--- config.mk ---
export PLATFORM = sky130hd
export DESIGN_NAME = vau_div
export DESIGN_NICKNAME = d
export VERILOG_FILES = /design/src/design/assert_macros.svh /design/src/design/vau_pkg.sv /design/src/design/vau_div.sv
export SDC_FILE = /design/constraint.sdc
export NUM_CORES = 2
export LEC_CHECK = 0
export ABC_AREA = 1
export BUFFER_PORTS_ARGS = -buffer_cell sky130_fd_sc_hd__buf_4
export CORE_ASPECT_RATIO = 1.75
export CORE_UTILIZATION = 36
export DETAILED_ROUTE_END_ITERATION = 8
export PLACE_DENSITY = 0.56
export SYNTH_ARGS = -nofsm -noshare
export SYNTH_HDL_FRONTEND = slang
export SYNTH_SLANG_ARGS = --single-unit
--- constraint.sdc ---
create_clock -name clk -period 3 [get_ports clk]
set_clock_uncertainty 0.1 [all_clocks]
set_input_delay 0.6 -clock clk [delete_from_list [all_inputs] [get_ports clk]]
set_output_delay 0.6 -clock clk [all_outputs]
set_load 0.005 [all_outputs]
--- src/design/assert_macros.svh ---
// ---------------------------------------------------------------------------
// Assertion macros for the design files; the vector unit core includes them.
// ---------------------------------------------------------------------------
`ifndef ASSERT_MACROS_SVH
`define ASSERT_MACROS_SVH
`ifndef ASSERT_OFF
// Checks a property on every rising clock edge outside of reset.
`define ASSERT_PROP(lbl, clk, rst_n, prop) \
	lbl: assert property (@(posedge clk) disable iff (!rst_n) prop) \
		else $error("assertion failed");
// Checks that an expression is never true outside of reset.
`define ASSERT_NEVER(lbl, clk, rst_n, expr) \
	`ASSERT_PROP(lbl, clk, rst_n, !(expr))
`else
`define ASSERT_PROP(lbl, clk, rst_n, prop)
`define ASSERT_NEVER(lbl, clk, rst_n, expr)
`endif
`endif

--- src/design/vau_pkg.sv ---
// ---------------------------------------------------------------------------
// vau_pkg
// Types, constants and helper functions of the 3D vector arithmetic unit.
// ---------------------------------------------------------------------------
`default_nettype none
package vau_pkg;

	// Command codes; code 7 is unused and yields an all-zero result.
	typedef enum logic [2:0] {
		CMD_ADD   = 3'd0,
		CMD_SUB   = 3'd1,
		CMD_SCALE = 3'd2,
		CMD_DOT   = 3'd3,
		CMD_CROSS = 3'd4,
		CMD_LEN   = 3'd5,
		CMD_NORM  = 3'd6
	} cmd_e;

	// Square root: one result bit per stage plus a rounding stage.
	localparam int SQRT_ITER = 32;
	localparam int SQRT_LAT  = SQRT_ITER + 1;
	// Normalize divider: one quotient bit per stage.
	localparam int DIV_STEPS = 17;
	// Input register, product, difference and lane rounding stages.
	localparam int FRONT_LAT = 4;
	localparam int PIPE_LAT  = FRONT_LAT + SQRT_LAT + DIV_STEPS;
	// Edges from an accepted beat to the edge that samples its result.
	localparam int RESULT_LAT = PIPE_LAT + 1;

	// One saturated Q16.16 value and its overflow mark.
	typedef struct packed {
		logic signed [31:0] val;
		logic               ov;
	} lane_res_t;

	// Result of everything but the root-based commands.
	typedef struct packed {
		cmd_e               cmd;
		logic signed [31:0] rx;
		logic signed [31:0] ry;
		logic signed [31:0] rz;
		logic signed [31:0] sc;
		logic               ov;
	} early_t;

	// Result once the root is known; the divider supplies the rest.
	typedef struct packed {
		early_t     e;
		logic       zl;
		logic [2:0] neg;
	} late_t;

	// Round a Q32.32 value half up to Q16.16.
	function automatic logic signed [66:0] round_q(input logic signed [66:0] v);
		logic signed [66:0] t;
		t = v + 67'sh8000;
		return t >>> 16;
	endfunction

	// Saturate to the signed 32-bit range.
	function automatic lane_res_t sat32(input logic signed [66:0] v);
		lane_res_t r;
		r.ov = 1'b0;
		r.val = v[31:0];
		if (v > 67'sh7FFFFFFF) begin
			r.val = 32'sh7FFFFFFF;
			r.ov = 1'b1;
		end else if (v < ~67'sh7FFFFFFF) begin
			r.val = 32'sh80000000;
			r.ov = 1'b1;
		end
		return r;
	endfunction

endpackage
`default_nettype wire

--- src/design/vau_div.sv ---
// ---------------------------------------------------------------------------
// vau_div
// Pipelined restoring divider for one normalized component.
// ---------------------------------------------------------------------------
`default_nettype none
module vau_div (
	input  logic        clk,
	input  logic [48:0] numer,
	input  logic [33:0] den,
	output logic [16:0] quot
);
	import vau_pkg::*;

	logic [48:0] rem_q [DIV_STEPS];
	logic [16:0] quo_q [DIV_STEPS];
	logic [33:0] den_q [DIV_STEPS];

	// The quotient never exceeds one in Q16.16, so 17 bits are enough.
	for (genvar j = 0; j < DIV_STEPS; j++) begin : g_step
		localparam int K = DIV_STEPS - 1 - j;
		logic [48:0] rem_in;
		logic [16:0] quo_in;
		logic [33:0] den_in;
		logic [50:0] trial;
		logic        take;

		if (j == 0) begin : g_first
			assign rem_in = numer;
			assign quo_in = '0;
			assign den_in = den;
		end else begin : g_next
			assign rem_in = rem_q[j-1];
			assign quo_in = quo_q[j-1];
			assign den_in = den_q[j-1];
		end

		assign trial = 51'(den_in) << K;
		assign take  = 51'(rem_in) >= trial;

		always_ff @(posedge clk) begin
			rem_q[j] <= take ? 49'(51'(rem_in) - trial) : rem_in;
			quo_q[j] <= {quo_in[15:0], take};
			den_q[j] <= den_in;
		end
	end

	assign quot = quo_q[DIV_STEPS-1];

endmodule
`default_nettype wire

==> summary.txt <==
FMAX = 330 MHz
Setup slack after layout = -0.0261 ns
Final setup viols = 3
Min-Delay Path Depth = 0
Post-Syn Instances = 14475
Crit path buffers/inverters = 4
Starting density of the core = 36.2%
FF-to-FF Start = rem_q[0][517]
Max clock buf depth = 4
CP arrival = 3.71 ns
Chip width = 379 µm
Main area contributors after synthesis = dfxtp_1 33%, nand2_1 25%, inv_1 12%, ha_1 8.1%, nor2_1 4.8%
Worst R2R Path Depth = 14
PortBufs = 100
Final setup TNS = -0.0430 ns
Area leader, netlist = dfxtp_1
Layout cells sized above 1 = 10.3%
Final-report hold violation count = 0
Worst-Skew Late Latency = 0.95 ns
Final Cycle Share = 101%
Core area = 246000 µm²
Initial antenna violation count = 87
Ports = 101
CTS tree = built
Initial DRC Count = 7466
CTS clk-pin slew, worst paths = 0.07 ns
Setup crit end kind = register
RSZ-0062 raised after global routing = true
Worst-path cell chain = ha_1, buf_4, nand2_1, nor2_2, inv_2, nor2_2, buf_4, nand2_1, nand2_1, clkinvlp_4, nand2_1, nand2_1, nand3_1, nand2_1
DP HPWL = 381000 µm
Slowest stage cell, crit path = dfxtp_2
Maximum vdd drop = 0.000628 V
Maxcap violations = 0
Global-route wire length before repair = 723000 µm
GRT Total Usage = 41.0%
R2r setup slk = -0.03 ns
CTS H-tree depth = 4
Syn_nets = 15152
Hold path endpoint = quo_q[8][7]
Die area = 250000 µm²
Area grow syn2layout = 21.5%
Largest net degree at the start of global routing = 38
Number of global-route vias before repair = 98481
Routed WL = 498000 µm
Count of state elements after synthesis = 1481
Root buffer cell = clkbuf_16
Unique masters post-synth = 44
Leak = 60.8 nW
Worst Tran Pin Value = 1.18 ns
Slowest stage delay, CP = 0.64 ns
GRT Residual Overflow = 0
Yosys warns = 0
Drt pass-1 iters = 9
Avg WL per Cell = 26.1 µm
Crit path time final = 3.03 ns
Total CTS buffers = 161
HP Start = quo_q[7][6]
Critical path's top delay family = simple AND/OR/NAND/NOR gates
Die H = 661 µm
Register area share after synthesis = 33.2%
Setup CP Type = reg -> reg
Mean Syn Cell Area = 6.17 µm²
Worst rel slew slack = 21.1%
Synth top area share = 33.2%
RR Endpoint = rem_q[0][571]
Routed vias = 98035
Violated checks = design-rule violations, negative setup slack
Startpoint Class = register
RePlAce Congestion = 1.15
Post-Route Utilization = 44.0%
Pins over their slew limit = 0
Via/cell ratio = 5.14
Clk sink count = 1481
Pwr dens = 1220 nW/µm²
Req. time, crit path = 3.68 ns
Worst path most repeated cell = nand2_1
Final Net Count = 16306
CP max FO = 4
Status = complete, but fails checks
Synth Cell Area = 89300 µm²
PnR Total Power = 132 mW
Hold Crit Class = reg -> reg
Detailed-route DRC error count = 1
ANT nets after route = 0
Std-Cell Rows = 241
-- sequential cells by signal, indices dropped and copies added, names as in the netlist --
register and count:
den_q 544, quo_q 153, rem_q 784
-- worst reg2reg max path: cells and delay by family (launching register included) --
family | cells | cell delay [ns]
DFF | 1 | 0.64
and+or+nand+nor | 9 | 1.12
buffers and inverters | 4 | 0.74
adders and majority gates | 1 | 0.31
-- layout make-up --
type                    count  area [µm²]
well taps                3280        4100
fillers                 26818      138000
multi-input cells       10049       48900
inverters                2822       10600
flip-flops and latches   1481       29700
repair buffers           1114        9500
clock buffers             196        4360
diodes                     63         158
clock inverters            79        1070
-- synth_stat cells --
master and count:
nor2_1 1152, buf_4 10, nor3_2 1, o211ai_1 4, a21boi_0 2, or2_2 6
nand2_4 1, nand4_2 3, nor3b_1 3, a31oi_1 2, o21ai_0 124, nor2_2 34
a21o_1 5, or2_1 1, o21a_1 4, nand2_2 15, and3_1 3, nor3_1 105
clkbuf_1 3, o21ai_1 1, fa_1 16, xnor2_1 13, buf_2 55, nand2b_1 1
nand4_4 1, inv_2 19, o22ai_1 1, a21oi_1 540, nand2_1 5942, buf_6 55
dfxtp_1 1481, nand4_1 176, nand3_1 791, o21bai_1 51, nand3b_1 137, inv_1 2802
nand3_2 1, and2_1 22, ha_1 577, nor4_1 15, xor2_1 271, a21oi_2 26
clkinv_1 1, nor2_4 2
-- logic make-up after synthesis --
group	synth area share (%)
xor+xnor	2.79
fa+ha+maj	8.44
flops	33.2
compound gates	4.56
simple gates	38.1
buf+inv	13.0
-- metrics by stage --
stage               hold WS (ns)  std cells  area [µm²]  worst slack [ns]
floorplan                  0.210      14475       89300             0.707
global placement           0.210      18649      101000            -0.250
detailed placement         0.212      18649      101000            -0.243
CTS                        0.209      19007      107000          0.000621
global route               0.197      19032      108000            -0.388
finish                     0.211      19084      108000           -0.0261
-- routing by layer --
layer,GRT usage [%],wire [µm],part of all wire (%),up-vias
met3,18.1,41200,8.3,3096
met2,69.2,240000,48,4472
met5,2.99,870,0.17,-
li1,-,-,-,46185
met4,49.0,78800,16,46
met1,32.1,138000,28,44236
-- cells in the final DEF, fill, tap and decap left out, types with 36 or more instances in the layout --
master and count:
nand2_1 5859, nand3b_1 137, nand2_2 84, nand3_1 771
buf_4 950, a21oi_1 527, dfxtp_1 1442, nor3_1 101
nor2_2 54, diode_2 63, o21ai_0 121, nor2_1 1116
ha_1 562, dfxtp_2 36, o21bai_1 50, nand4_1 176
clkbuf_16 166, buf_12 67, dlygate4sd3_1 83, xor2_1 271
inv_1 2789
-- what timing repair did --
item                                    4_1_cts  5_1_grt
gates resized for setup                       8      298
gates cloned                                  0        2
hold endpoints to repair                     83        0
setup buffers                                 0       13
hold buffers                                 83        0
pin swaps                                     0       14
endpoints found under the setup margin      143      526
-- power breakdown --
| part | internal (mW) | switching [mW] | total (mW) |
|---|---|---|---|
| clock | 12.3 | 9.13 | 21.4 |
| sequential | 25.5 | 6.02 | 31.5 |
| combinational | 24.8 | 54.2 | 79.0 |
| total | 62.5 | 69.4 | 132 |
-- how the worst max path moves through the flow --
stage | start | end | slack [ns] | cells after the start
2_1_floorplan | den[5] | rem_q[0][41] | 0.71 | 13
3_3_place_gp | den[26] | rem_q[0][34] | -0.25 | 14
3_5_place_dp | numer[43] | rem_q[0][34] | -0.24 | 13
4_1_cts | den_q[0][243] | rem_q[0][403] | 0.0006 | 15
5_1_grt | rem_q[0][521] | rem_q[0][573] | -0.39 | 12
6_report | rem_q[0][517] | rem_q[0][571] | -0.03 | 14
Note: power is estimated with default switching activity, not from simulation.
