[src/design/assert_macros.svh]
// ---------------------------------------------------------------------------
// Assertion macros for the design files; the vector unit core includes them.
// ---------------------------------------------------------------------------
`ifndef ASSERT_MACROS_SVH
`define ASSERT_MACROS_SVH
`ifndef ASSERT_OFF
// Checks a property on every rising clock edge outside of reset.
`define ASSERT_PROP(lbl, clk, rst_n, prop) \
	lbl: assert property (@(posedge clk) disable iff (!rst_n) prop) \
		else $error("assertion failed");
// Checks that an expression is never true outside of reset.
`define ASSERT_NEVER(lbl, clk, rst_n, expr) \
	`ASSERT_PROP(lbl, clk, rst_n, !(expr))
`else
`define ASSERT_PROP(lbl, clk, rst_n, prop)
`define ASSERT_NEVER(lbl, clk, rst_n, expr)
`endif
`endif

[src/design/vau_pkg.sv]
// ---------------------------------------------------------------------------
// vau_pkg
// Types, constants and helper functions of the 3D vector arithmetic unit.
// ---------------------------------------------------------------------------
`default_nettype none
package vau_pkg;

	// Command codes; code 7 is unused and yields an all-zero result.
	typedef enum logic [2:0] {
		CMD_ADD   = 3'd0,
		CMD_SUB   = 3'd1,
		CMD_SCALE = 3'd2,
		CMD_DOT   = 3'd3,
		CMD_CROSS = 3'd4,
		CMD_LEN   = 3'd5,
		CMD_NORM  = 3'd6
	} cmd_e;

	// Square root: one result bit per stage plus a rounding stage.
	localparam int SQRT_ITER = 32;
	localparam int SQRT_LAT  = SQRT_ITER + 1;
	// Normalize divider: one quotient bit per stage.
	localparam int DIV_STEPS = 17;
	// Input register, product, difference and lane rounding stages.
	localparam int FRONT_LAT = 4;
	localparam int PIPE_LAT  = FRONT_LAT + SQRT_LAT + DIV_STEPS;
	// Edges from an accepted beat to the edge that samples its result.
	localparam int RESULT_LAT = PIPE_LAT + 1;

	// One saturated Q16.16 value and its overflow mark.
	typedef struct packed {
		logic signed [31:0] val;
		logic               ov;
	} lane_res_t;

	// Result of everything but the root-based commands.
	typedef struct packed {
		cmd_e               cmd;
		logic signed [31:0] rx;
		logic signed [31:0] ry;
		logic signed [31:0] rz;
		logic signed [31:0] sc;
		logic               ov;
	} early_t;

	// Result once the root is known; the divider supplies the rest.
	typedef struct packed {
		early_t     e;
		logic       zl;
		logic [2:0] neg;
	} late_t;

	// Round a Q32.32 value half up to Q16.16.
	function automatic logic signed [66:0] round_q(input logic signed [66:0] v);
		logic signed [66:0] t;
		t = v + 67'sh8000;
		return t >>> 16;
	endfunction

	// Saturate to the signed 32-bit range.
	function automatic lane_res_t sat32(input logic signed [66:0] v);
		lane_res_t r;
		r.ov = 1'b0;
		r.val = v[31:0];
		if (v > 67'sh7FFFFFFF) begin
			r.val = 32'sh7FFFFFFF;
			r.ov = 1'b1;
		end else if (v < ~67'sh7FFFFFFF) begin
			r.val = 32'sh80000000;
			r.ov = 1'b1;
		end
		return r;
	endfunction

endpackage
`default_nettype wire

[src/design/vau_isqrt.sv]
// ---------------------------------------------------------------------------
// vau_isqrt
// Pipelined integer square root of a 64-bit value, rounded to nearest.
// ---------------------------------------------------------------------------
`default_nettype none
module vau_isqrt (
	input  logic        clk,
	input  logic [63:0] sq,
	output logic [32:0] root
);
	import vau_pkg::*;

	logic [63:0] rem_q [SQRT_ITER];
	logic [63:0] res_q [SQRT_ITER];

	// One result bit per stage, from the top pair of bits down.
	for (genvar j = 0; j < SQRT_ITER; j++) begin : g_step
		localparam logic [63:0] BITV = 64'(1) << (62 - 2 * j);
		logic [63:0] rem_in, res_in;
		logic [64:0] trial;
		logic        take;

		if (j == 0) begin : g_first
			assign rem_in = sq;
			assign res_in = '0;
		end else begin : g_next
			assign rem_in = rem_q[j-1];
			assign res_in = res_q[j-1];
		end

		assign trial = {1'b0, res_in} + {1'b0, BITV};
		assign take  = {1'b0, rem_in} >= trial;

		always_ff @(posedge clk) begin
			rem_q[j] <= take ? rem_in - trial[63:0] : rem_in;
			res_q[j] <= take ? (res_in >> 1) + BITV : (res_in >> 1);
		end
	end

	// Round to nearest: ties cannot occur for an integer radicand.
	always_ff @(posedge clk) begin
		if (rem_q[SQRT_ITER-1] > res_q[SQRT_ITER-1]) begin
			root <= res_q[SQRT_ITER-1][32:0] + 33'd1;
		end else begin
			root <= res_q[SQRT_ITER-1][32:0];
		end
	end

endmodule
`default_nettype wire

[config.mk]
export PLATFORM = sky130hd
export DESIGN_NAME = vau_isqrt
export DESIGN_NICKNAME = d
export VERILOG_FILES = /design/src/design/assert_macros.svh /design/src/design/vau_pkg.sv /design/src/design/vau_isqrt.sv
export SDC_FILE = /design/constraint.sdc
export NUM_CORES = 2
export LEC_CHECK = 0
export ABC_AREA = 0
export BUFFER_PORTS_ARGS = -buffer_cell sky130_fd_sc_hd__buf_2
export CAP_MARGIN = 10
export CORE_MARGIN = 3
export CORE_UTILIZATION = 50
export CTS_BUF_LIST = sky130_fd_sc_hd__clkbuf_16
export DETAILED_ROUTE_END_ITERATION = 16
export PLACE_DENSITY = 0.62
export SLEW_MARGIN = 20
export SYNTH_ARGS = -nofsm -noshare
export SYNTH_HDL_FRONTEND = slang
export SYNTH_SLANG_ARGS = --single-unit
[constraint.sdc]
create_clock -name clk -period 7.6 [get_ports clk]
set_clock_uncertainty 0.15 [all_clocks]
set_input_delay 1.14 -clock clk [delete_from_list [all_inputs] [get_ports clk]]
set_output_delay 1.14 -clock clk [all_outputs]
set_load 0.05 [all_outputs]
==> impl_metrics.yaml <==
run_status:
  status: "finished clean"
sta:
  fin_crit_sh_pct: 62.06
  slew_viol_final: 0
  fmax_ghz: 0.2120
  slew_headroom_pct: 24.92
  rsz0062_at_grt: "false"
  tightest_slew_ns: 1.116
  hold_viol: 0
  setup_slack_ns: 2.883
  setup_viol_count_final: 0
  setup_tns_ns: 0
  period_minus_slack_ns: 4.717
final_layout:
  post-route-util_pct: 56.36
  final_area_sq_um: 114100
  area_growth_pct: 11.91
  fill_cells: 17610
  drive_gt1_share_pct: 6.500
  nets: 11250
power:
  p_comb_share_pct: 26.4
  p_sw_share_pct: 34.70
  p_leak_nw: 51.88
  pwr_density_cell_nw_per_um2: 398.0
  ir_drop_mv: 0.2533
  p_sw_mw: 15.76
  seq_power_share_pct: 44.4
  clkPwrFrac_pct: 29.1
  intPower_mw: 29.67
worst_setup_path:
  path_max_fanout: 33
  endpoint_kind: "register"
  cp.arrival_ns: 5.35
  critPathKind: "reg -> reg"
  rr_worst_depth: 9
  rrSetupSlack_ns: 2.88
  start_kind: "register"
  required_ns: 8.24
  r2r-start: "rem_q[3][121]$_DFF_P_"
  cp_slowest_cell: "clkinv_1"
  r2r_end: "rem_q[3][171]$_DFF_P_"
  crit_chain: "or4_1, nor4b_1, nand4_1, a21oi_1, o21a_1, and2_2, clkinv_1, nand3_1, xnor2_1"
  slowest_delay_ns: 1.03
clock_tree:
  worst_skew_pair.late_latency_ns: 0.93
  cts_hold_buf: 0
  cts_max_level: 5
  cts_made_buffers: 284
  clock_sinks: 2609
  cts_resized: 0
  cts_tree: "yes"
  cts.path.max_buffers: 4
  clk_pin_slew_worst_paths_ns: 0.06
  cts_setup_buffers: 0
  root_buffer: "clkbuf_16"
floorplan:
  fp.dieW_um: 457.6
  dieArea_sq_um: 209400
  rows: 165
  io_pins: 98
  initial_core_util_pct: 50.36
  core_sq_um: 202500
  chipHeight_um: 457.6
yosys:
  async_flop_share_pct: 0
  synth-edff-count: 0
  synthFlopType: "dfxtp_1"
  synth.avg_cell_area_sq_um: 9.786
  ys_seq_area_share_pct: 51.21
  ys_ff_latch: 2609
  synth.cell_area_sq_um: 102000
  synthCells: 10420
  yosysWarningCount: 0
  syn_nets: 11080
  ys_types: 90
detailed_routing:
  route.detailed.drc: 0
  vias_per_cell: 5.653
  drt-wirelength-per-cell_um: 21.62
  ant_nets: 0
  vias: 76090
  drtIter0Drc: 6878
  drt-pass1-iter-count: 8
  routed_wirelength_um: 291000
global_route:
  grt_pass1_vias: 72590
  antenna_found_initial: 16
  gr-usage-all-layers_pct: 27.07
  grt_pass1_wl_um: 440000
  grt_max_degree: 63
  grt_remaining_overflow: 0
hold_path:
  whs_path_depth: 0
  hp-class: "reg -> reg"
  whs_endpoint: "rem_q[2][71]$_DFF_P_"
  hp-start: "rem_q[2][7]$_DFF_P_"
placement:
  place_area_sq_um: 105200
  place_ws_ns: 2.745
  gp_congestion: 0.9610
  io_buffers: 97
  dp_hpwl_um: 231300
flow_run:
  maxCapViolCount: 0
==> cells in the mapped netlist, drive strengths merged (25+ instances only) <==
| cell type | n | area [sq um] |
|---|---|---|
| a211oi | 58 | 435.4 |
| o21a | 98 | 735.7 |
| ha | 593 | 7420 |
| a21oi | 672 | 3363 |
| or4 | 107 | 807.0 |
| xor2 | 424 | 3714 |
| and4 | 34 | 297.8 |
| inv | 743 | 2789 |
| nor2b | 75 | 469.2 |
| nand3b | 46 | 345.3 |
| o211ai | 48 | 360.4 |
| dfxtp | 2609 | 52230 |
| a31oi | 65 | 406.6 |
| nand4 | 189 | 1182 |
| nor4b | 56 | 496.7 |
| or3 | 112 | 700.7 |
| nor3 | 316 | 1582 |
| and2 | 37 | 231.5 |
| nand4b | 30 | 262.8 |
| o21ai | 484 | 2422 |
| a21o | 235 | 1764 |
| nand3 | 181 | 905.9 |
| o31ai | 59 | 442.9 |
| nand2 | 673 | 2526 |
| nand2b | 122 | 763.2 |
| buf | 36 | 151.4 |
| o21bai | 52 | 390.4 |
| nor4 | 368 | 2308 |
| a2111oi | 27 | 245.2 |
| clkbuf | 208 | 782.0 |
| or2 | 49 | 306.5 |
| mux2 | 81 | 912.1 |
| nor2 | 615 | 2308 |
| xnor2 | 529 | 4633 |
| nor3b | 25 | 192.7 |
| and3 | 69 | 431.7 |
==> final cells by class <==
class	count	area [sq um]	area share [%]
clock buffer	288	7207	6.314
clock inverter	195	1710	1.499
inverter	743	2789	2.443
antenna	3	7.507	0.006577
multi-input combinational	6826	46160	40.44
tap	2672	3343	2.929
sequential	2609	52230	45.76
timing repair buffer	124	688.2	0.6029
==> cell families after synthesis <==
logic type | Yosys count | synth area share, %
buffers and inverters | 987 | 3.650
AND/OR/NAND/NOR | 3153 | 16.27
XOR/XNOR | 953 | 8.184
AO/OA/AOI/OAI | 2033 | 12.39
flip-flops | 2609 | 51.21
multiplexers | 94 | 1.022
adder cells (fa/ha/maj) | 593 | 7.275
==> per-layer routing <==
metal	up-vias	global-route usage, %	routed length [um]
met5	-	0	0
met4	0	8.174	8622
met3	456	4.918	20720
met2	2514	39.33	119300
met1	36140	40.60	142400
li1	36980	-	-
==> power groups by stage <==
stage	clock, mW	sequential [mW]	combinational [mW]
CTS	13.5	20.1	11.9
detailed placement	0	20.3	11.7
global placement	0	20.3	11.7
global route	14.0	20.5	13.2
floorplan	0	18.8	8.79
finish	13.2	20.2	12.0
==> critical path, delay by kind of cell (launching register included) <==
family / cells / cell delay (ns)
and+or+nand+nor: 5 / 2.57
AOI/OAI and AO/OA: 2 / 0.35
xor gates and xnor gates: 1 / 0.15
DFF: 1 / 0.34
buffers and inverters: 1 / 1.03
==> how the worst max path moves through the flow <==
stage               cells past startpoint                   from                    end  slack, ns
global placement                       11   res_q[6][76]$_DFF_P_  rem_q[3][182]$_DFF_P_       2.88
finish                                  9  rem_q[3][121]$_DFF_P_  rem_q[3][171]$_DFF_P_       2.88
CTS                                    11   res_q[6][24]$_DFF_P_  rem_q[3][125]$_DFF_P_       2.66
floorplan                              12   res_q[6][38]$_DFF_P_  rem_q[3][120]$_DFF_P_       4.03
detailed placement                     11   res_q[6][24]$_DFF_P_  rem_q[3][125]$_DFF_P_       2.74
global route                            9  rem_q[3][121]$_DFF_P_  rem_q[3][171]$_DFF_P_       2.52
==> registers in the layout, summed over array words and instances, names as in the netlist <==
name	count
rem_q	2048
res_q	528
root	33
==> stage by stage <==
stage               hold WS [ns]  power [mW]  cells
detailed placement        0.1804       32.09  12970
CTS                      0.09332       45.45  13460
finish                    0.1545       45.43  13460
global route              0.1081       47.71  13460
floorplan                 0.1724       27.60  10420
global placement          0.1829       32.03  12970
==> placed cells by master (no fill, tap or decap), types with 97 or more instances in the layout <==
master / instances
nand4_1: 189
o21a_1: 97
nor2_1: 614
xor2_1: 424
buf_2: 97
or3_1: 112
nand2_1: 672
nor4_1: 365
nor3_1: 313
clkbuf_16: 288
a21o_1: 235
a21oi_1: 670
dfxtp_1: 2609
inv_1: 790
nand3_1: 181
nand2b_1: 122
o21ai_0: 478
or4_1: 106
xnor2_1: 529
ha_1: 593
Note: power is estimated with default switching activity, not from simulation.
